==> src/rtl/intrusion_alarm_controller_defines.svh <==
// Assertion macros shared by the intrusion alarm controller RTL.
// Each macro expects signals named clk and arst_n in the using module.
`ifndef INTRUSION_ALARM_CONTROLLER_DEFINES_SVH
`define INTRUSION_ALARM_CONTROLLER_DEFINES_SVH

// condition must hold at every clock edge out of reset
`define IAC_ASSERT_ALWAYS(label, cond, msg) \
	label: assert property (@(posedge clk) disable iff (!arst_n) (cond)) \
		else $error(msg);

// antecedent in this cycle implies consequent in the next cycle
`define IAC_ASSERT_NEXT(label, ante, cons, msg) \
	label: assert property (@(posedge clk) disable iff (!arst_n) (ante) |=> (cons)) \
		else $error(msg);

`endif

==> src/rtl/iac_pkg.sv <==
// Package for the intrusion alarm controller: command codes, register
// indexes, reset values and the item, result and config structs.
`timescale 1ns / 1ps

package iac_pkg;

	// event commands
	localparam logic [1:0] CMD_LINE   = 2'd0;
	localparam logic [1:0] CMD_MOTION = 2'd1;
	localparam logic [1:0] CMD_TICK   = 2'd2;

	// configuration register indexes
	localparam logic REG_DEBOUNCE = 1'b0;
	localparam logic REG_PERIOD   = 1'b1;

	localparam int CFG_DATA_W = 16;

	localparam logic [15:0] DEBOUNCE_RESET = 16'd50;
	localparam logic [7:0]  PERIOD_RESET   = 8'd5;

	typedef struct packed {
		logic [1:0]  command;
		logic        arm_line;
		logic        door_line;
		logic [31:0] now_ms;
	} item_t;

	typedef struct packed {
		logic        armed_now;
		logic        door_is_open;
		logic        alarm_on;
		logic        alarm_raised;
		logic        heartbeat_level;
		logic        status_due;
		logic [31:0] uptime_s;
	} result_t;

	typedef struct packed {
		logic [15:0] debounce_window_ms;
		logic [7:0]  status_period_ticks;
	} cfg_t;

endpackage

==> src/rtl/iac_ifs.sv <==
// Valid/ready channel interfaces for event items and result items.
// Standalone; no package dependency.
`timescale 1ns / 1ps

interface iac_event_if;
	logic        valid;
	logic        ready;
	logic [1:0]  command;
	logic        arm_line;
	logic        door_line;
	logic [31:0] now_ms;

	modport source (output valid, command, arm_line, door_line, now_ms, input ready);
	modport sink (input valid, command, arm_line, door_line, now_ms, output ready);
endinterface

interface iac_result_if;
	logic        valid;
	logic        ready;
	logic        armed_now;
	logic        door_is_open;
	logic        alarm_on;
	logic        alarm_raised;
	logic        heartbeat_level;
	logic        status_due;
	logic [31:0] uptime_s;

	modport source (output valid, armed_now, door_is_open, alarm_on, alarm_raised,
		heartbeat_level, status_due, uptime_s, input ready);
	modport sink (input valid, armed_now, door_is_open, alarm_on, alarm_raised,
		heartbeat_level, status_due, uptime_s, output ready);
endinterface

==> src/rtl/iac_cfg.sv <==
// Configuration registers of the alarm controller (debounce window, status period).
// Depends on iac_pkg.
`timescale 1ns / 1ps

module iac_cfg (
	input  logic                          clk,
	input  logic                          arst_n,
	input  logic                          cfg_we,
	input  logic                          cfg_index,
	input  logic [iac_pkg::CFG_DATA_W-1:0] cfg_wdata,
	output iac_pkg::cfg_t                 cfg
);

	logic [15:0] debounce_q;
	logic [7:0]  period_q;

	// register writes, truncated to each register's width
	always_ff @(posedge clk or negedge arst_n) begin
		if (!arst_n) begin
			debounce_q <= iac_pkg::DEBOUNCE_RESET;
			period_q   <= iac_pkg::PERIOD_RESET;
		end else if (cfg_we) begin
			case (cfg_index)
				iac_pkg::REG_DEBOUNCE: debounce_q <= cfg_wdata[15:0];
				iac_pkg::REG_PERIOD:   period_q   <= cfg_wdata[7:0];
				default: ;
			endcase
		end
	end

	assign cfg.debounce_window_ms  = debounce_q;
	assign cfg.status_period_ticks = period_q;

endmodule

==> src/rtl/iac_core.sv <==
// Alarm state registers and the per-item update logic.
// Depends on iac_pkg and intrusion_alarm_controller_defines.svh.
`timescale 1ns / 1ps
`include "intrusion_alarm_controller_defines.svh"

module iac_core (
	input  logic             clk,
	input  logic             arst_n,
	input  logic             fire,
	input  iac_pkg::item_t   item,
	input  iac_pkg::cfg_t    cfg,
	output iac_pkg::result_t result
);

	logic        armed_q, alarm_q, door_q, heartbeat_q;
	logic [1:0]  lines_q;
	logic [31:0] arm_time_q, door_time_q, seconds_q;
	logic [7:0]  status_q;

	logic        is_line, is_motion, is_tick;
	logic [1:0]  lines, changed;
	logic [31:0] arm_dt, door_dt, window;
	logic        arm_ok, door_ok;
	logic        armed_n, door_n, alarm_n, heartbeat_n, due;
	logic [31:0] seconds_n;
	logic [7:0]  status_inc, status_n;

	// decode and debounce
	always_comb begin
		is_line   = (item.command == iac_pkg::CMD_LINE);
		is_motion = (item.command == iac_pkg::CMD_MOTION);
		is_tick   = (item.command == iac_pkg::CMD_TICK);
		lines     = {item.door_line, item.arm_line};
		changed   = lines ^ lines_q;
		window    = {16'd0, cfg.debounce_window_ms};
		arm_dt    = item.now_ms - arm_time_q;
		door_dt   = item.now_ms - door_time_q;
		arm_ok    = is_line && changed[0] && !item.arm_line && (arm_dt > window);
		door_ok   = is_line && changed[1] && !item.door_line && (door_dt > window);
	end

	// next state; arm press is applied before door press
	always_comb begin
		armed_n = armed_q ^ arm_ok;
		door_n  = door_q ^ door_ok;
		alarm_n = alarm_q;
		if (arm_ok && !armed_n)
			alarm_n = 1'b0;
		if (door_ok && armed_n && door_n)
			alarm_n = 1'b1;
		if (is_motion && armed_q)
			alarm_n = 1'b1;

		status_inc  = status_q + 8'd1;
		due         = is_tick && (status_inc >= cfg.status_period_ticks);
		status_n    = status_q;
		heartbeat_n = heartbeat_q;
		seconds_n   = seconds_q;
		if (is_tick) begin
			status_n    = due ? 8'd0 : status_inc;
			heartbeat_n = !heartbeat_q;
			seconds_n   = seconds_q + 32'd1;
		end
	end

	// state update on each processed item
	always_ff @(posedge clk or negedge arst_n) begin
		if (!arst_n) begin
			armed_q     <= 1'b0;
			alarm_q     <= 1'b0;
			door_q      <= 1'b0;
			heartbeat_q <= 1'b0;
			lines_q     <= 2'b11;
			arm_time_q  <= 32'd0;
			door_time_q <= 32'd0;
			seconds_q   <= 32'd0;
			status_q    <= 8'd0;
		end else if (fire) begin
			armed_q     <= armed_n;
			alarm_q     <= alarm_n;
			door_q      <= door_n;
			heartbeat_q <= heartbeat_n;
			seconds_q   <= seconds_n;
			status_q    <= status_n;
			if (is_line)
				lines_q <= lines;
			if (arm_ok)
				arm_time_q <= item.now_ms;
			if (door_ok)
				door_time_q <= item.now_ms;
		end
	end

	assign result.armed_now       = armed_n;
	assign result.door_is_open    = door_n;
	assign result.alarm_on        = alarm_n;
	assign result.alarm_raised    = alarm_n && !alarm_q;
	assign result.heartbeat_level = heartbeat_n;
	assign result.status_due      = due;
	assign result.uptime_s        = seconds_n;

	// alarm can only be latched while armed, and disarming clears it
	`IAC_ASSERT_ALWAYS(a_alarm_needs_armed, !alarm_q || armed_q, "alarm on while disarmed")
	// each processed tick flips the heartbeat
	`IAC_ASSERT_NEXT(a_tick_heartbeat, fire && is_tick, heartbeat_q != $past(heartbeat_q),
		"heartbeat did not toggle on tick")
	// uptime moves only on ticks
	`IAC_ASSERT_NEXT(a_uptime_only_tick, !(fire && is_tick), $stable(seconds_q),
		"uptime changed without a tick")

endmodule

==> src/rtl/intrusion_alarm_controller.sv <==
// An accepted item passes through the input register and then the result register to its result.
// Throughput: one item per cycle; a full result register stalls the input while rsp.ready is low.
// The debounce subtract-and-compare and the flag updates finish between the two registers.
// Reset (arst_n low, asynchronous): disarmed, alarm off, door closed, both lines released,
// counters and press times zero, debounce window 50 ms, status period 5 ticks.
`timescale 1ns / 1ps

module intrusion_alarm_controller (
	input  logic                           clk,
	input  logic                           arst_n,
	iac_event_if.sink                      req,
	iac_result_if.source                   rsp,
	input  logic                           cfg_we,
	input  logic                           cfg_index,
	input  logic [iac_pkg::CFG_DATA_W-1:0] cfg_wdata
);

	iac_pkg::cfg_t    cfg;
	iac_pkg::item_t   item_s1;
	iac_pkg::result_t res_next, res_s2;
	logic             valid_s1, valid_s2;
	logic             adv_s1, fire_s1, take_in;

	// handshake: stage 1 moves when the result register is free or being drained
	assign adv_s1    = !valid_s2 || rsp.ready;
	assign fire_s1   = valid_s1 && adv_s1;
	assign req.ready = !valid_s1 || adv_s1;
	assign take_in   = req.valid && req.ready;

	iac_cfg u_cfg (
		.clk       (clk),
		.arst_n    (arst_n),
		.cfg_we    (cfg_we),
		.cfg_index (cfg_index),
		.cfg_wdata (cfg_wdata),
		.cfg       (cfg)
	);

	iac_core u_core (
		.clk    (clk),
		.arst_n (arst_n),
		.fire   (fire_s1),
		.item   (item_s1),
		.cfg    (cfg),
		.result (res_next)
	);

	// input register
	always_ff @(posedge clk or negedge arst_n) begin
		if (!arst_n)
			valid_s1 <= 1'b0;
		else if (req.ready)
			valid_s1 <= req.valid;
	end

	always_ff @(posedge clk) begin
		if (take_in) begin
			item_s1.command   <= req.command;
			item_s1.arm_line  <= req.arm_line;
			item_s1.door_line <= req.door_line;
			item_s1.now_ms    <= req.now_ms;
		end
	end

	// result register
	always_ff @(posedge clk or negedge arst_n) begin
		if (!arst_n)
			valid_s2 <= 1'b0;
		else if (adv_s1)
			valid_s2 <= valid_s1;
	end

	always_ff @(posedge clk) begin
		if (fire_s1)
			res_s2 <= res_next;
	end

	assign rsp.valid           = valid_s2;
	assign rsp.armed_now       = res_s2.armed_now;
	assign rsp.door_is_open    = res_s2.door_is_open;
	assign rsp.alarm_on        = res_s2.alarm_on;
	assign rsp.alarm_raised    = res_s2.alarm_raised;
	assign rsp.heartbeat_level = res_s2.heartbeat_level;
	assign rsp.status_due      = res_s2.status_due;
	assign rsp.uptime_s        = res_s2.uptime_s;

endmodule

==> src/flat_wrapper.sv <==
// flat-port wrapper written by rule: the top's interface ports become plain ports
module intrusion_alarm_controller_flat 
  (clk, arst_n, cfg_we, cfg_index, cfg_wdata, req_valid, req_command, req_arm_line, req_door_line, req_now_ms, req_ready, rsp_valid, rsp_armed_now, rsp_door_is_open, rsp_alarm_on, rsp_alarm_raised, rsp_heartbeat_level, rsp_status_due, rsp_uptime_s, rsp_ready);
  iac_event_if req_i ();
  iac_result_if rsp_i ();
  input  logic clk;
  input  logic arst_n;
  input  logic cfg_we;
  input  logic cfg_index;
  input  logic [iac_pkg::CFG_DATA_W-1:0] cfg_wdata;
  input wire logic [$bits(req_i.valid)-1:0] req_valid;
  input wire logic [$bits(req_i.command)-1:0] req_command;
  input wire logic [$bits(req_i.arm_line)-1:0] req_arm_line;
  input wire logic [$bits(req_i.door_line)-1:0] req_door_line;
  input wire logic [$bits(req_i.now_ms)-1:0] req_now_ms;
  output wire logic [$bits(req_i.ready)-1:0] req_ready;
  output wire logic [$bits(rsp_i.valid)-1:0] rsp_valid;
  output wire logic [$bits(rsp_i.armed_now)-1:0] rsp_armed_now;
  output wire logic [$bits(rsp_i.door_is_open)-1:0] rsp_door_is_open;
  output wire logic [$bits(rsp_i.alarm_on)-1:0] rsp_alarm_on;
  output wire logic [$bits(rsp_i.alarm_raised)-1:0] rsp_alarm_raised;
  output wire logic [$bits(rsp_i.heartbeat_level)-1:0] rsp_heartbeat_level;
  output wire logic [$bits(rsp_i.status_due)-1:0] rsp_status_due;
  output wire logic [$bits(rsp_i.uptime_s)-1:0] rsp_uptime_s;
  input wire logic [$bits(rsp_i.ready)-1:0] rsp_ready;
  assign req_i.valid = req_valid;
  assign req_i.command = req_command;
  assign req_i.arm_line = req_arm_line;
  assign req_i.door_line = req_door_line;
  assign req_i.now_ms = req_now_ms;
  assign req_ready = req_i.ready;
  assign rsp_valid = rsp_i.valid;
  assign rsp_armed_now = rsp_i.armed_now;
  assign rsp_door_is_open = rsp_i.door_is_open;
  assign rsp_alarm_on = rsp_i.alarm_on;
  assign rsp_alarm_raised = rsp_i.alarm_raised;
  assign rsp_heartbeat_level = rsp_i.heartbeat_level;
  assign rsp_status_due = rsp_i.status_due;
  assign rsp_uptime_s = rsp_i.uptime_s;
  assign rsp_i.ready = rsp_ready;
  intrusion_alarm_controller u_core (.clk(clk), .arst_n(arst_n), .req(req_i), .rsp(rsp_i), .cfg_we(cfg_we), .cfg_index(cfg_index), .cfg_wdata(cfg_wdata));
endmodule
==> config.mk <==
export PLATFORM = sky130hd
export DESIGN_NAME = intrusion_alarm_controller_flat
export DESIGN_NICKNAME = d
export VERILOG_FILES = /design/src/rtl/iac_pkg.sv /design/src/rtl/iac_ifs.sv /design/src/rtl/iac_cfg.sv /design/src/rtl/iac_core.sv /design/src/rtl/intrusion_alarm_controller.sv /design/src/flat_wrapper.sv
export VERILOG_INCLUDE_DIRS = /design/src /design/src/rtl
export SDC_FILE = /design/constraint.sdc
export NUM_CORES = 1
export LEC_CHECK = 0
export BUFFER_PORTS_ARGS = -buffer_cell sky130_fd_sc_hd__buf_2
export CAP_MARGIN = 25
export CORE_UTILIZATION = 60
export CTS_BUF_LIST = sky130_fd_sc_hd__clkbuf_2 sky130_fd_sc_hd__clkbuf_4 sky130_fd_sc_hd__clkbuf_8
export CTS_CLUSTER_SIZE = 8
export DETAILED_ROUTE_END_ITERATION = 10
export PLACE_DENSITY = 0.79
export SYNTH_ARGS = -nofsm -noshare
export SYNTH_HDL_FRONTEND = slang
export SYNTH_SLANG_ARGS = --single-unit
==> constraint.sdc <==
create_clock -name clk -period 10.2 [get_ports clk]
set_input_delay 1.02 -clock clk [delete_from_list [all_inputs] [get_ports clk]]
set_output_delay 1.02 -clock clk [all_outputs]
set_load 0.01 [all_outputs]
* Word-level counts from Yosys, hierarchy flattened *
Index checks and enable logic that the tools add are counted.

cells by class
  equal/unequal tests = 2
  bitwise logic cells = 4
  reduce and logical (&&, ||, !) cells = 30
  add/subtract/negate cells = 4
  mux-type cells = 6
  $lt $le $gt $ge = 3

operators by type and width
  kind                   number
  $gt 32x16->1           2
  $sub 32x32->32         2
  $add 32x1->32 const B  1
  $mux 32                1
  $logic_and 1x1->1      14
  $reduce_and 2->1       6
  $add 8x1->8 const B    1
  $ge 8x8->1             1
  $mux 8                 1
  $logic_not 1->1        7
  $mux 1                 4
  $eq 2x1->1 const B     1
  $eq 2x2->1 const B     1
  $logic_not 2->1        1
  $logic_or 1x1->1       2
  $xor 1x1->1            2
  $xor 2x2->2            1
  $not 1->1              1

storage, ports and cells
  word-level logic and storage cells = 73
  bits in registers = 210

* Longest topological paths before layout *
  depth after elaboration = 11
  depth in mapped cells = 24
  gate-level depth less buffers = 24

* Hierarchy *
From an unflattened synthesis, not the netlist that was laid out.

second synthesis, totals
  cells, all modules = 1299
  area total of the unflattened synthesis = 13294.0 um2

modules (own cells, without submodules)
  module                      cells an instance  sequential area each (um2)  instances  area each (um2)
  iac_core                    1165               2755.1                      1          10017.1
  intrusion_alarm_controller  82                 2272.2                      1          2326.0
  iac_cfg                     52                 606.8                       1          950.9

* Worst setup path before layout *
OpenSTA, ideal clock, no wires.

  path kind = register to register
  start point = reg u_core.item_s1[1] (netlist name)
  end point = reg u_core.u_core.door_time_q[10]
  buffers on the path = 1
  cell stages (with the launch flop) = 18
  required time = 10.075 ns
  library setup time = 0.125 ns
  path slack = 5.534 ns
  period minus slack after synthesis = 4.666 ns
  arrival = 4.541 ns
  path through = edfxtp_1 ha_1 nor2b_1 o2111ai_1 a2111o_1 and3_1 or3_1 xnor2_1 ha_1 nand4_1 or4_1 o21a_1 a2111oi_0 nand4_1 nor4_4 nor3_4 buf_12 mux2_4

between the ends
  cells in the longest elaborated chain, start to end = 4

RTL lines
  item                        RTL line                          text
  start, declared             intrusion_alarm_controller.sv:19  iac_pkg::item_t item_s1;
  $sub 32x32->32              iac_core.sv:37                    door_dt = item.now_ms - door_time_q;
  $gt 32x16->1                iac_core.sv:39                    door_ok = is_line && changed[1] && !item.door_line && (door_dt > window);
  $logic_and 1x1->1           iac_core.sv:39
  $reduce_and 2->1 (no line)  -
  end signal, assigned        iac_core.sv:90                    door_time_q <= item.now_ms;
  end, declared               iac_core.sv:17                    logic [31:0] arm_time_q, door_time_q, seconds_q;

Every way passes these cells.
A chain may end at the register's enable or synchronous reset.

==> impl_metrics.csv <==
group,metric,value,unit
power,clkPwrFrac,0.215,
power,switching_power,1.44,mW
timing,fmax,174,MHz
critical_path,cp_data_required_time,10.58,ns
clocking,post_cts_resized,0,
critical_path,crit_slowest_cell,"o41a_2",
timing,finalSetupViolations,0,
critical_path,slowest_delay,0.51,ns
final_layout,mostFrequentLayoutCells,"129 x dfrtp_1, 118 x nand2_1, 107 x inv_1, 105 x ha_1, 96 x buf_2",
floorplanning,dieArea,22700,um2
grt,grt_pass1_vias,9726,
power,ir_worst_vdd,155,uV
routing,wl,29100,um
timing,fin_setup_tns,0,ns
critical_path,worstPathMaxFanout,6,
power,p_comb_frac,0.475,
floorplanning,io_pins,98,
final_layout,synthToLayoutAreaGrowth,11.1,%
place,port_buffers,97,
clocking,cts-htree-levels,2,
floorplanning,core,21800,um2
clocking,clock-sinks,210,
logic_synthesis,avgSynthCellArea,10.3,um2
logic_synthesis,synth_seq_cells,210,
grt,antenna_found_initial,0,
outcome,status,"finished, final reports clean",
place,place.gp.congestion,0.950,
timing,period_share,0.563,
timing,fin_ws,4.46,ns
final_layout,final_common_cell,"dfrtp_1",
final_layout,fin_nets,1567,
clocking,cts_tree,"done",
timing,period_minus_slack,5.74,ns
routing,vias,9976,
critical_path,arrival,6.13,ns
logic_synthesis,synthesis.nets,1459,
critical_path,startpoint_type,"flip-flop",
final_layout,diodes,0,
clocking,post_cts_buffers,0,
logic_synthesis,synth_edf_count,74,
place,hpwl,21800,um
critical_path,cp_top_family,"compound AO/OA/AOI/OAI gates",
final_layout,drive_gt1_frac,0.168,
timing,timing.hold.ws,0.486,ns
logic_synthesis,synth_area_leader_cell,"dfrtp_1",
clocking,clockRootBuffer,"clkbuf_8",
floorplanning,die_x,151,um
clocking,clockBufferDepth,3,
routing,routedWlPerCell,17.0,um
power,pwr-share-seq,0.311,
critical_path,crit_type,"flip-flop to flip-flop",
power,total_power,3.70,mW
grt,track_usage,0.265,
critical_path,critPathCaptureType,"flip-flop",
clocking,clock_latency,0.53,ns
logic_synthesis,yosys.area.top_type_share,0.243,
floorplanning,fp-row-count,54,
power,p_int,2.27,mW
final_layout,fillers,1680,
critical_path,cp_num_buf_inv,1,
final_layout,final_util,0.678,
routing,antenna_left,0,
place,place_ws,4.61,ns
clocking,cts.clk_slew.worst_paths,0.06,ns
logic_synthesis,seq_area_frac_synth,0.425,
clocking,postCtsHoldBufs,0,
logic_synthesis,synthesis.area,13300,um2
logic_synthesis,ys_async_sr_fraction,0.648,
critical_path,crit_chain,"ha_1 > a21oi_1 > nand2_1 > o21ai_0 > o21ai_0 > a21o_1 > a21oi_1 > xnor2_1 > ha_1 > and3_1 > a22o_1 > o21ai_0 > and3_1 > a21oi_1 > a311oi_1 > nor4b_2 > nand4_1 > nor2_1 > nor2_1 > ha_1 > inv_1 > o41a_2 > nor2_1",
grt,grt.overflow.total,0,
logic_synthesis,syn_inst,1294,
job,max-cap-violations,0,
min_path,min_path_type,"input port to async pin",
timing,fin_worst_skew,0.0223,ns
logic_synthesis,ys.warnings.count,0,
timing,slew_viol_final,0,
routing,first_pass_iters,5,
clocking,numCtsBuffers,37,
timing,worst_slew_pin_slew,0.959,ns
power,cellPowerDensity,251,nW/um2
floorplanning,die_h,151,um
grt,grt_pass1_wl,47300,um
routing,drtIter0Drc,513,
routing,drc,0,
logic_synthesis,yosysUniqueCellTypes,87,
power,switching_share,0.388,
grt,grt_max_degree,74,
floorplanning,start_util,0.610,
power,leakagePower,6.71,nW
timing,finalHoldViolCount,0,
routing,via_per_inst,5.83,
logic_synthesis,synth_flop_cell,"dfrtp_1",
timing,max-slew-margin-rel,0.359,
timing,rsz0062_at_grt,"no",
logic_synthesis,synth_area_leaders,"dfrtp_1 24%, edfxtp_1 17%, ha_1 9.9%",
[per-layer routing]
metal	up-vias	global-route usage	share of wire
met1	4792	0.357	0.46
met2	259	0.437	0.47
met3	58	0.0421	0.053
li1	4867	-	-
met4	0	0.0855	0.022
met5	-	0	0
[through the flow]
step,cells,cell area (um2)
finish,1711,14700
global route,1711,14700
CTS,1710,14700
detailed placement,1642,14000
global placement,1642,14000
floorplan,1294,13300
[synth_stat cells (all sizes together) (35+ instances only)]
cell type	n
inv	108
dfrtp	129
nand2	119
nand3	35
xnor2	63
a21oi	81
ha	105
mux2	76
nor2	68
o21ai	75
xor2	47
edfxtp	74
[flip-flops by register name, indices dropped and copies added, names as in the netlist, 8 cells and up]
signal                     flops
u_core.item_s1                36
u_core.rsp.uptime_s           32
u_core.u_core.arm_time_q      32
u_core.u_core.door_time_q     32
u_core.u_core.seconds_q       32
u_core.u_cfg.debounce_q       16
u_core.u_cfg.period_q          8
u_core.u_core.status_q         8
[worst register-to-register path, delay by kind of cell, from the launching register on]
| kind | cells | cell delay, ns |
|---|---|---|
| AND/OR/NAND/NOR | 8 | 1.43 |
| adder cells (fa/ha/maj) | 3 | 0.95 |
| flip-flops | 1 | 0.43 |
| AO/OA/AOI/OAI | 10 | 2.55 |
| XOR/XNOR | 1 | 0.15 |
| buffers and inverters | 1 | 0.06 |
[layout make-up]
class,instances,area (um2),area share
timing repair buffer,102,537,0.0364
clock inverter,11,81.3,0.00552
sequential,210,5630,0.382
clock buffer,57,691,0.0468
tap,280,350,0.0238
inverter,108,405,0.0275
multi-input combinational,943,7050,0.478
[cell families after synthesis]
logic type,synth area share
adder cells (fa/ha/maj),0.102
AND/OR/NAND/NOR,0.136
flip-flops,0.425
AO/OA/AOI/OAI,0.144
XOR/XNOR,0.0726
multiplexers,0.0754
buffers and inverters,0.0451
[final timing paths]
| check | slack [ns] | start | end | cells after the start |
|---|---|---|---|---|
| max in group asynchronous | 8.42 | arst_n | u_core.u_core.door_time_q[19]$_DFFE_PN0P_ | 2 |
| worst max register to register | 4.46 | u_core.item_s1[4]$_DFFE_PP_ | u_core.rsp.alarm_raised$_DFFE_PP_ | 23 |
| worst min-delay path | 0.49 | arst_n | u_core.u_core.status_q[7]$_DFFE_PN0P_ | 1 |
| worst min register to register | 0.49 | u_core.u_core.arm_time_q[9]$_DFFE_PN0P_ | u_core.u_core.arm_time_q[9]$_DFFE_PN0P_ | 1 |
| worst max-delay path | 4.46 | u_core.item_s1[4]$_DFFE_PP_ | u_core.rsp.alarm_raised$_DFFE_PP_ | 23 |
| min in group clk | 0.49 | u_core.u_core.arm_time_q[9]$_DFFE_PN0P_ | u_core.u_core.arm_time_q[9]$_DFFE_PN0P_ | 1 |
[power by group through the flow]
stage	Combinational [mW]	Clock [mW]	Sequential (mW)
2_1_floorplan	1.34	0	1.14
5_1_grt	1.96	0.845	1.17
3_5_place_dp	1.73	0	1.16
6_report	1.76	0.795	1.15
3_3_place_gp	1.70	0	1.15
4_1_cts	1.74	0.817	1.15
No activity file was read; power rests on OpenSTA's default activity.
